==> src/sv/assert_macros.svh <==
// assertion macros used by the rtl datapath
`ifndef ASSERT_MACROS_SVH
`define ASSERT_MACROS_SVH

// same-cycle implication, disabled while in reset
`define ASSERT_IMPL(label, clk, rst_n, ante, cons) \
    label: assert property (@(posedge clk) disable iff (!(rst_n)) (ante) |-> (cons)) \
        else $error("assertion failed");

// next-cycle implication, disabled while in reset
`define ASSERT_NEXT(label, clk, rst_n, ante, cons) \
    label: assert property (@(posedge clk) disable iff (!(rst_n)) (ante) |=> (cons)) \
        else $error("assertion failed");

`endif

==> src/sv/lgcb_pkg.sv <==
// shared types and constants of the gap bisector
package lgcb_pkg;

    // opcodes of an input request
    localparam logic [1:0] OP_CLEAR  = 2'd0;
    localparam logic [1:0] OP_MARK   = 2'd1;
    localparam logic [1:0] OP_BISECT = 2'd2;

    // field widths
    localparam int CH_PORT_W = 9;
    localparam int RND_W     = 15;
    localparam int DIV_CNT_W = 4;

    // gap thresholds
    localparam int GAP_MIN  = 1;
    localparam int GAP_WIDE = 4;

    typedef enum logic [3:0] {
        ST_RST_CLR,
        ST_IDLE,
        ST_CLR,
        ST_MARK,
        ST_MARK_LO,
        ST_MARK_HI,
        ST_SCAN,
        ST_SCAN_END,
        ST_EVAL,
        ST_DIV,
        ST_PICK,
        ST_DONE
    } t_state;

    typedef enum logic [2:0] {
        WR_NONE,
        WR_ZERO,
        WR_MARK,
        WR_LO,
        WR_HI,
        WR_PICK
    } t_wr_sel;

    // controller to datapath
    typedef struct packed {
        logic    load;
        logic    clr_step;
        t_wr_sel wr_sel;
        logic    scan_init;
        logic    scan_rd;
        logic    div_init;
        logic    div_step;
        logic    out_load;
        logic    res_found;
    } t_cmd;

    // datapath to controller
    typedef struct packed {
        logic clr_last;
        logic scan_ok;
        logic scan_last;
        logic gap_found;
        logic gap_wide;
        logic div_last;
        logic out_free;
    } t_sts;

endpackage

==> src/sv/lgcb_ctrl.sv <==
// sequencing state machine of the gap bisector
module lgcb_ctrl
    import lgcb_pkg::*;
(
    input  logic       i_clk,
    input  logic       i_rst_n,
    input  logic       i_in_valid,
    output logic       o_in_stall,
    input  logic [1:0] i_opcode,
    input  t_sts       i_sts,
    output t_cmd       o_cmd
);

    t_state r_state, n_state;
    logic   r_hit, n_hit;
    logic   accept;

    assign o_in_stall = (r_state != ST_IDLE);
    assign accept     = i_in_valid && !o_in_stall;

    // state and pick flag registers
    always_ff @(posedge i_clk) begin
        if (!i_rst_n) begin
            r_state <= ST_RST_CLR;
            r_hit   <= 1'b0;
        end else begin
            r_state <= n_state;
            r_hit   <= n_hit;
        end
    end

    // next state and commands
    always_comb begin
        n_state = r_state;
        n_hit   = r_hit;
        o_cmd   = '0;
        o_cmd.wr_sel = WR_NONE;
        case (r_state)
            ST_RST_CLR: begin
                o_cmd.wr_sel   = WR_ZERO;
                o_cmd.clr_step = 1'b1;
                if (i_sts.clr_last) n_state = ST_IDLE;
            end
            ST_IDLE: begin
                if (accept) begin
                    o_cmd.load = 1'b1;
                    n_hit      = 1'b0;
                    case (i_opcode)
                        OP_CLEAR:  n_state = ST_CLR;
                        OP_MARK:   n_state = ST_MARK;
                        OP_BISECT: n_state = ST_MARK_LO;
                        default:   n_state = ST_DONE;
                    endcase
                end
            end
            ST_CLR: begin
                o_cmd.wr_sel   = WR_ZERO;
                o_cmd.clr_step = 1'b1;
                if (i_sts.clr_last) n_state = ST_DONE;
            end
            ST_MARK: begin
                o_cmd.wr_sel = WR_MARK;
                n_state      = ST_DONE;
            end
            ST_MARK_LO: begin
                o_cmd.wr_sel = WR_LO;
                n_state      = ST_MARK_HI;
            end
            ST_MARK_HI: begin
                o_cmd.wr_sel    = WR_HI;
                o_cmd.scan_init = 1'b1;
                n_state         = i_sts.scan_ok ? ST_SCAN : ST_EVAL;
            end
            ST_SCAN: begin
                o_cmd.scan_rd = 1'b1;
                if (i_sts.scan_last) n_state = ST_SCAN_END;
            end
            ST_SCAN_END: begin
                // last map bit is folded in this cycle
                n_state = ST_EVAL;
            end
            ST_EVAL: begin
                if (!i_sts.gap_found) begin
                    n_state = ST_DONE;
                end else if (i_sts.gap_wide) begin
                    o_cmd.div_init = 1'b1;
                    n_state        = ST_DIV;
                end else begin
                    n_state = ST_PICK;
                end
            end
            ST_DIV: begin
                o_cmd.div_step = 1'b1;
                if (i_sts.div_last) n_state = ST_PICK;
            end
            ST_PICK: begin
                o_cmd.wr_sel = WR_PICK;
                n_hit        = 1'b1;
                n_state      = ST_DONE;
            end
            ST_DONE: begin
                if (i_sts.out_free) begin
                    o_cmd.out_load  = 1'b1;
                    o_cmd.res_found = r_hit;
                    n_state         = ST_IDLE;
                end
            end
            default: n_state = ST_IDLE;
        endcase
    end

endmodule

==> src/sv/lgcb_dpath.sv <==
// probe map memory, gap scan, remainder unit and result register
`include "assert_macros.svh"

module lgcb_dpath
    import lgcb_pkg::*;
#(
    parameter int NUM_CHANNELS = 256
) (
    input  logic                 i_clk,
    input  logic                 i_rst_n,
    input  t_cmd                 i_cmd,
    output t_sts                 o_sts,
    input  logic [CH_PORT_W-1:0] i_mark_channel,
    input  logic [CH_PORT_W-1:0] i_lower_bound,
    input  logic [CH_PORT_W-1:0] i_upper_bound,
    input  logic [RND_W-1:0]     i_random_value,
    output logic                 o_out_valid,
    input  logic                 i_out_stall,
    output logic                 o_found,
    output logic [CH_PORT_W-1:0] o_picked_channel
);

    localparam int CW = $clog2(NUM_CHANNELS + 1);
    localparam int XW = (CW > CH_PORT_W) ? CW : CH_PORT_W;
    localparam logic [XW-1:0] MAX_X = XW'(NUM_CHANNELS);
    localparam logic [CW-1:0] MAX_C = CW'(NUM_CHANNELS);

    // probe map
    logic mem [0:NUM_CHANNELS];

    logic [CW-1:0]        r_addr;
    logic [CW-1:0]        r_mark, r_lo, r_hi;
    logic                 r_mark_ok;
    logic [RND_W-1:0]     r_rnd;
    logic                 r_rd_vld, r_rd_data;
    logic [CW-1:0]        r_rd_addr;
    logic [CW-1:0]        r_prev, r_best, r_start, r_stop;
    logic [CW-1:0]        r_rem;
    logic [DIV_CNT_W-1:0] r_cnt;
    logic                 r_div_act;
    logic [CW-1:0]        r_pick;
    logic                 r_out_vld;
    logic                 r_out_found;
    logic [CH_PORT_W-1:0] r_out_pick;

    logic [XW-1:0] mark_x, lo_x, hi_x;
    logic          we, wdata;
    logic [CW-1:0] waddr;
    logic [CW-1:0] gap;
    logic [CW-1:0] half, quart;
    logic [CW:0]   div_t;
    logic [CW+1:0] wide_sum;
    logic [CW:0]   mid_sum;
    logic [CW-1:0] pick_c;

    // input widening; the bounds saturate when they are latched
    assign mark_x = XW'(i_mark_channel);
    assign lo_x   = XW'(i_lower_bound);
    assign hi_x   = XW'(i_upper_bound);

    // write port select
    always_comb begin
        we    = 1'b0;
        wdata = 1'b1;
        waddr = r_addr;
        case (i_cmd.wr_sel)
            WR_ZERO: begin
                we    = 1'b1;
                wdata = 1'b0;
            end
            WR_MARK: begin
                we    = r_mark_ok;
                waddr = r_mark;
            end
            WR_LO: begin
                we    = 1'b1;
                waddr = r_lo;
            end
            WR_HI: begin
                we    = 1'b1;
                waddr = r_hi;
            end
            WR_PICK: begin
                we    = 1'b1;
                waddr = pick_c;
            end
            default: we = 1'b0;
        endcase
    end

    // map memory, registered read
    always_ff @(posedge i_clk) begin
        if (we) mem[waddr] <= wdata;
        r_rd_data <= mem[r_addr];
        r_rd_addr <= r_addr;
    end

    // address counter and request latches
    always_ff @(posedge i_clk) begin
        if (!i_rst_n) begin
            r_addr <= '0;
        end else if (i_cmd.load) begin
            r_addr <= '0;
        end else if (i_cmd.scan_init) begin
            r_addr <= r_lo + CW'(1);
        end else if (i_cmd.clr_step || i_cmd.scan_rd) begin
            r_addr <= r_addr + CW'(1);
        end
    end

    always_ff @(posedge i_clk) begin
        if (i_cmd.load) begin
            r_mark_ok <= (mark_x <= MAX_X);
            r_mark    <= mark_x[CW-1:0];
            r_lo      <= (lo_x > MAX_X) ? MAX_C : lo_x[CW-1:0];
            r_hi      <= (hi_x > MAX_X) ? MAX_C : hi_x[CW-1:0];
        end
    end

    // gap scan over returned map bits
    assign gap = r_rd_addr - r_prev - CW'(1);

    always_ff @(posedge i_clk) begin
        if (!i_rst_n) begin
            r_rd_vld <= 1'b0;
        end else begin
            r_rd_vld <= i_cmd.scan_rd;
        end
    end

    always_ff @(posedge i_clk) begin
        if (i_cmd.scan_init) begin
            r_prev  <= r_lo;
            r_best  <= '0;
            r_start <= r_lo;
            r_stop  <= r_hi;
        end else if (r_rd_vld && r_rd_data) begin
            if (gap > r_best) begin
                r_best  <= gap;
                r_start <= r_prev;
                r_stop  <= r_rd_addr;
            end
            r_prev <= r_rd_addr;
        end
    end

    // restoring remainder, one random bit per cycle
    assign half  = r_best >> 1;
    assign quart = half >> 1;
    assign div_t = {r_rem, r_rnd[RND_W-1]};

    always_ff @(posedge i_clk) begin
        if (!i_rst_n) begin
            r_div_act <= 1'b0;
        end else if (i_cmd.div_init) begin
            r_div_act <= 1'b1;
        end else if (i_cmd.div_step && o_sts.div_last) begin
            r_div_act <= 1'b0;
        end
    end

    always_ff @(posedge i_clk) begin
        if (i_cmd.load) begin
            r_rnd <= i_random_value;
        end else if (i_cmd.div_step) begin
            r_rnd <= r_rnd << 1;
        end
        if (i_cmd.div_init) begin
            r_rem <= '0;
            r_cnt <= '0;
        end else if (i_cmd.div_step) begin
            r_rem <= (div_t >= (CW+1)'(half)) ? CW'(div_t - (CW+1)'(half)) : CW'(div_t);
            r_cnt <= r_cnt + DIV_CNT_W'(1);
        end
    end

    // pick position with saturation
    assign wide_sum = (CW+2)'(r_start) + (CW+2)'(r_rem) + (CW+2)'(quart);
    assign mid_sum  = ((CW+1)'(r_start) + (CW+1)'(r_stop)) >> 1;

    always_comb begin
        if (r_best > CW'(GAP_WIDE)) begin
            pick_c = (wide_sum > (CW+2)'(NUM_CHANNELS)) ? MAX_C : wide_sum[CW-1:0];
        end else begin
            pick_c = (mid_sum > (CW+1)'(NUM_CHANNELS)) ? MAX_C : mid_sum[CW-1:0];
        end
    end

    always_ff @(posedge i_clk) begin
        if (i_cmd.wr_sel == WR_PICK) r_pick <= pick_c;
    end

    // result register
    always_ff @(posedge i_clk) begin
        if (!i_rst_n) begin
            r_out_vld <= 1'b0;
        end else if (i_cmd.out_load) begin
            r_out_vld <= 1'b1;
        end else if (!i_out_stall) begin
            r_out_vld <= 1'b0;
        end
    end

    always_ff @(posedge i_clk) begin
        if (i_cmd.out_load) begin
            r_out_found <= i_cmd.res_found;
            r_out_pick  <= i_cmd.res_found ? CH_PORT_W'(r_pick) : '0;
        end
    end

    assign o_out_valid      = r_out_vld;
    assign o_found          = r_out_found;
    assign o_picked_channel = r_out_pick;

    // status back to the controller
    assign o_sts.clr_last  = (r_addr == MAX_C);
    assign o_sts.scan_ok   = (r_lo < r_hi);
    assign o_sts.scan_last = (r_addr == r_hi);
    assign o_sts.gap_found = (r_best > CW'(GAP_MIN));
    assign o_sts.gap_wide  = (r_best > CW'(GAP_WIDE));
    assign o_sts.div_last  = (r_cnt == DIV_CNT_W'(RND_W - 1));
    assign o_sts.out_free  = !r_out_vld || !i_out_stall;

    // checks
    `ASSERT_IMPL(a_scan_ascends, i_clk, i_rst_n, r_rd_vld && r_rd_data, r_rd_addr > r_prev)
    `ASSERT_IMPL(a_rem_below_half, i_clk, i_rst_n, r_div_act, r_rem < half)
    `ASSERT_IMPL(a_no_overwrite, i_clk, i_rst_n, i_cmd.out_load, !r_out_vld || !i_out_stall)
    `ASSERT_NEXT(a_miss_is_zero, i_clk, i_rst_n, i_cmd.out_load && !i_cmd.res_found,
                 r_out_pick == '0)

endmodule

==> src/sv/largest_gap_channel_bisector_unit.sv <==
// top level of the largest gap channel bisector
//
//  channel | direction | handshake                 | payload
//  --------+-----------+---------------------------+---------------------------------
//  in      | input     | i_in_valid / o_in_stall   | opcode, mark, bounds, random
//  out     | output    | o_out_valid / i_out_stall | found, picked_channel
//
// one request at a time; each request gives one result
// clear writes one map bit per cycle, mark writes a single map bit
// bisect reads one map bit per cycle in the scan,
// then runs a bit-serial remainder when the gap is wide
// after reset the whole map is cleared with o_in_stall high
// a finished result waits in the output register; the next request is taken meanwhile
module largest_gap_channel_bisector_unit
    import lgcb_pkg::*;
#(
    parameter int NUM_CHANNELS = 256
) (
    input  logic                 i_clk,
    input  logic                 i_rst_n,
    input  logic                 i_in_valid,
    output logic                 o_in_stall,
    input  logic [1:0]           i_opcode,
    input  logic [CH_PORT_W-1:0] i_mark_channel,
    input  logic [CH_PORT_W-1:0] i_lower_bound,
    input  logic [CH_PORT_W-1:0] i_upper_bound,
    input  logic [RND_W-1:0]     i_random_value,
    output logic                 o_out_valid,
    input  logic                 i_out_stall,
    output logic                 o_found,
    output logic [CH_PORT_W-1:0] o_picked_channel
);

    t_cmd cmd;
    t_sts sts;

    // sequencer
    lgcb_ctrl u_ctrl (
        .i_clk      (i_clk),
        .i_rst_n    (i_rst_n),
        .i_in_valid (i_in_valid),
        .o_in_stall (o_in_stall),
        .i_opcode   (i_opcode),
        .i_sts      (sts),
        .o_cmd      (cmd)
    );

    // map and arithmetic
    lgcb_dpath #(
        .NUM_CHANNELS (NUM_CHANNELS)
    ) u_dpath (
        .i_clk            (i_clk),
        .i_rst_n          (i_rst_n),
        .i_cmd            (cmd),
        .o_sts            (sts),
        .i_mark_channel   (i_mark_channel),
        .i_lower_bound    (i_lower_bound),
        .i_upper_bound    (i_upper_bound),
        .i_random_value   (i_random_value),
        .o_out_valid      (o_out_valid),
        .i_out_stall      (i_out_stall),
        .o_found          (o_found),
        .o_picked_channel (o_picked_channel)
    );

endmodule

==> config.mk <==
export PLATFORM = sky130hd
export DESIGN_NAME = largest_gap_channel_bisector_unit
export DESIGN_NICKNAME = d
export VERILOG_FILES = /design/src/sv/lgcb_pkg.sv /design/src/sv/lgcb_ctrl.sv /design/src/sv/lgcb_dpath.sv /design/src/sv/largest_gap_channel_bisector_unit.sv
export VERILOG_INCLUDE_DIRS = /design/src /design/src/sv
export SDC_FILE = /design/constraint.sdc
export NUM_CORES = 1
export LEC_CHECK = 0
export BUFFER_PORTS_ARGS = -buffer_cell sky130_fd_sc_hd__buf_2
export CAP_MARGIN = 5
export CORE_AREA = 4 4 196 198
export CTS_CLUSTER_DIAMETER = 200
export CTS_CLUSTER_SIZE = 40
export DETAILED_ROUTE_END_ITERATION = 10
export DIE_AREA = 0 0 200 202
export PLACE_DENSITY = 0.72
export SLEW_MARGIN = 20
export SYNTH_ARGS = -nofsm -noshare
export SYNTH_HDL_FRONTEND = slang
export SYNTH_SLANG_ARGS = --single-unit
==> constraint.sdc <==
create_clock -name i_clk -period 5.4 [get_ports i_clk]
set_clock_uncertainty 0.05 [all_clocks]
set_input_delay 0.54 -clock i_clk [delete_from_list [all_inputs] [get_ports i_clk]]
set_output_delay 0.54 -clock i_clk [all_outputs]
set_load 0.02 [all_outputs]
==> impl_summary.log <==
INFO  metric cts.htree.levels = 1
INFO  metric place.gp.congestion = 0.930
INFO  metric p_total = 0.00510 W
INFO  metric die_height = 202 um
INFO  metric num_rows = 70
INFO  metric grt_first_pass_wirelength = 75400 um
INFO  metric maxClockFrequency = 0.193 GHz
INFO  metric ctsHoldBuffers = 0
INFO  metric hold_path.class = input port to flip-flop
INFO  metric top_register = u_dpath.mem
INFO  metric postSynth.asyncResetShare = 0%
INFO  metric grt_pass1_vias = 13184
INFO  metric drtAntennaViolNets = 0
INFO  metric path_clk_slew = 140 ps
INFO  metric wl_per_cell = 21.9 um
INFO  metric grt_antenna_before_repair = 1
INFO  metric first_iter_violations = 1673
INFO  metric ys_warn_count = 0
INFO  metric critPathBufInv = 2
INFO  metric timing.critical_path.from_type = flip-flop
INFO  metric num_vias = 13756
INFO  metric antenna_cells_inserted = 0
INFO  metric fp.dieArea = 40400 um2
INFO  metric total_wire_length = 48200 um
INFO  metric area_delta_synth_final = 6.72%
INFO  metric nets = 1845
INFO  metric viasPerCell = 6.25
INFO  metric numPortBuffers = 59
INFO  metric clock_tree_from_tritoncts = yes
INFO  metric final_hold_viol_count = 0
INFO  metric finalCriticalPeriod = 5180 ps
INFO  metric worstSkewPairLatency = 540 ps
INFO  metric largest_register_ffs = 257
INFO  metric coreArea = 36500 um2
INFO  metric power.density = 241 nW/um2
INFO  metric gr-usage-all-layers = 23.8%
INFO  metric leakage = 7.36 nW
INFO  metric synth-seq-cells = 394
INFO  metric max_slew_margin = 22.4%
INFO  metric cap_violations = 0
INFO  metric dieWidth = 200 um
INFO  metric ctsLongestPathBuffers = 3
INFO  metric dp_hpwl = 32600 um
INFO  metric number_of_clock_sinks = 394
INFO  metric final.fill_count = 2942
INFO  metric tritoncts.num_buffers = 13
INFO  metric grt_setup_unrepaired = yes
INFO  metric synth_edf_count = 346
INFO  metric cp_max_fo = 31
INFO  metric critical-path-top-delay-family = compound AO/OA/AOI/OAI gates
INFO  metric largest_net_degree_at_the_start_of_global_routing = 151
INFO  metric cp_slowest_cell = or4_1
INFO  metric synthesis.area_per_instance = 11.6 um2
INFO  metric yosysUniqueCellTypes = 75
INFO  metric drc_errors = 0
INFO  metric drtPass1Iterations = 6
INFO  metric run_status = completed
INFO  metric setup_viol = 0
INFO  metric tightest_slew = 1160 ps
INFO  metric cp_data_required_time = 5590 ps
INFO  metric syn-instance-count = 1705
INFO  metric final.hold.worst_slack = 130 ps
INFO  metric hold_path_origin = i_mark_channel[6]
INFO  metric globalRoute.totalOverflow = 0
INFO  metric critical_path_cell_by_cell = ha_1, fa_1, a21oi_2, o21ai_0, a21oi_1, xnor2_1, ha_1, or4_1, o21bai_4, a21oi_1, a2111oi_4, nor4_4, a2111oi_4, o211ai_2, buf_4, nand2b_1, buf_4, nor2_1
INFO  metric layout_top_registers = u_dpath.mem x257, u_dpath.r_rnd x15
INFO  metric ctsRootBufferMaster = clkbuf_16
INFO  metric dominantRegCellSynth = edfxtp_1
INFO  metric r2r_start = u_dpath.r_start[0]$_DFFE_PP_
INFO  metric irDropWorstVdd = 296 uV
INFO  metric critical_path_class = flip-flop to flip-flop
INFO  metric floorplan.io_pins = 60
INFO  metric crit_arrival = 5360 ps
INFO  metric worstSetupStartpoint = u_dpath.r_start[0]$_DFFE_PP_
INFO  metric initial_utilization = 54.4%
INFO  metric critical_path.endpoint_type = flip-flop
INFO  metric slew_viol_final = 0
INFO  metric peak_per_stage_delay_on_the_critical_path = 580 ps
INFO  metric layout-drive-gt1-share = 13.1%
INFO  metric synth_fp_nets = 1818
INFO  metric synth_sequential_area_ratio = 57.1%
INFO  metric period_share = 95.9%
INFO  metric netlist_area = 19900 um2
-- path summary, 6_finish.rpt --
check / end / depth (start not counted) / slack (ps)
setup / recovery: u_dpath.mem[32]$_DFFE_PP_ / 18 / 220
hold / removal: u_dpath.r_mark[6]$_DFFE_PP_ / 1 / 130
setup reg to reg: u_dpath.mem[32]$_DFFE_PP_ / 18 / 220
hold reg to reg: u_dpath.o_out_valid$_SDFFE_PN0P_ / 2 / 460
-- synth_stat cells, types with 4 or more instances --
cell type	count	share of area, %
a211oi_2	4	0.25
o21ai_0	56	1.4
nor3_1	88	2.2
edfxtp_1	346	52
clkbuf_1	67	1.3
mux4_2	55	6.2
o21a_1	13	0.49
nor2b_1	27	0.85
inv_1	52	0.98
o22ai_1	15	0.47
a21o_1	14	0.53
fa_1	5	0.50
nand2b_1	19	0.60
a22oi_1	9	0.34
o21bai_1	8	0.30
a31oi_1	10	0.31
or2_2	5	0.16
a211oi_1	14	0.53
o211ai_1	18	0.68
o211a_1	4	0.20
nand3_1	29	0.73
ha_1	60	3.8
nand4_1	5	0.16
nand2_1	170	3.2
mux2i_1	51	2.6
buf_2	30	0.76
buf_1	8	0.15
o221ai_1	20	0.88
a21boi_0	7	0.26
dfxtp_1	48	4.8
and3_1	15	0.47
nor2_1	261	4.9
xnor2_1	20	0.88
a21oi_1	59	1.5
and2_1	11	0.35
xor2_1	15	0.66
-- cell type report --
class,instances,area [um2],area share (%)
flip-flops and latches,394,11400,53.6
multi-input cells,1150,7910,37.3
repair buffers,119,796,3.75
well taps,468,586,2.76
clock buffers,16,337,1.59
inverters,54,203,0.956
clock inverters,1,8.76,0.0413
-- timing repair --
action	4_1_cts	5_1_grt
resized for setup	0	11
buffers inserted	0	3
setup endpoints to repair	0	254
-- metal layers --
layer | vias up | share of wire (%) | global-route usage, %
met2 | 585 | 48 | 38.2
met4 | 0 | 3.0 | 6.11
met3 | 84 | 7.3 | 3.05
li1 | 6308 | - | -
met5 | - | 0 | 0
met1 | 6779 | 42 | 34.7
-- cell usage in the layout (no fill, tap or decap), types with 11 or more instances in the layout --
cell type,n
ha_1,60
nand2_1,169
o221ai_1,20
clkbuf_16,13
o22ai_1,15
xor2_1,15
nor2b_1,27
a211oi_1,13
and2_1,11
buf_4,56
nand3_1,28
mux2i_1,51
nand2b_1,19
a21o_1,14
buf_2,59
o21ai_0,55
and3_1,15
a21oi_1,58
nor3_1,87
o21a_1,13
xnor2_1,20
mux4_2,55
nor2_1,261
inv_1,52
o211ai_1,18
edfxtp_1,346
dfxtp_1,46
-- power breakdown --
group	internal, W	switching, W
clock network	0.000454	0.000864
registers	0.00328	0.0000306
logic	0.000205	0.000271
-- cells by family after synthesis --
family	Yosys count	synth area share [%]
buf+inv	161	3.29
simple gates	654	14.8
xor+xnor	35	1.54
compound gates	288	10.1
mux	108	8.92
fa+ha+maj	65	4.28
flops	394	57.1
-- per-stage QoR --
stage / TNS, ps / instances / cell area (um2) / util, % / worst slack (ps)
final: 0 / 2202 / 21200 / 58.0 / 222
after global routing: -601 / 2202 / 21200 / 58.0 / -44.9
after global placement: 0 / 2181 / 20800 / 56.9 / 295
after floorplan: 0 / 1705 / 19900 / - / 314
after CTS: 0 / 2198 / 21100 / 57.8 / 114
after detailed placement: 0 / 2181 / 20800 / 56.9 / 154
(Power assumes the default switching activity.)
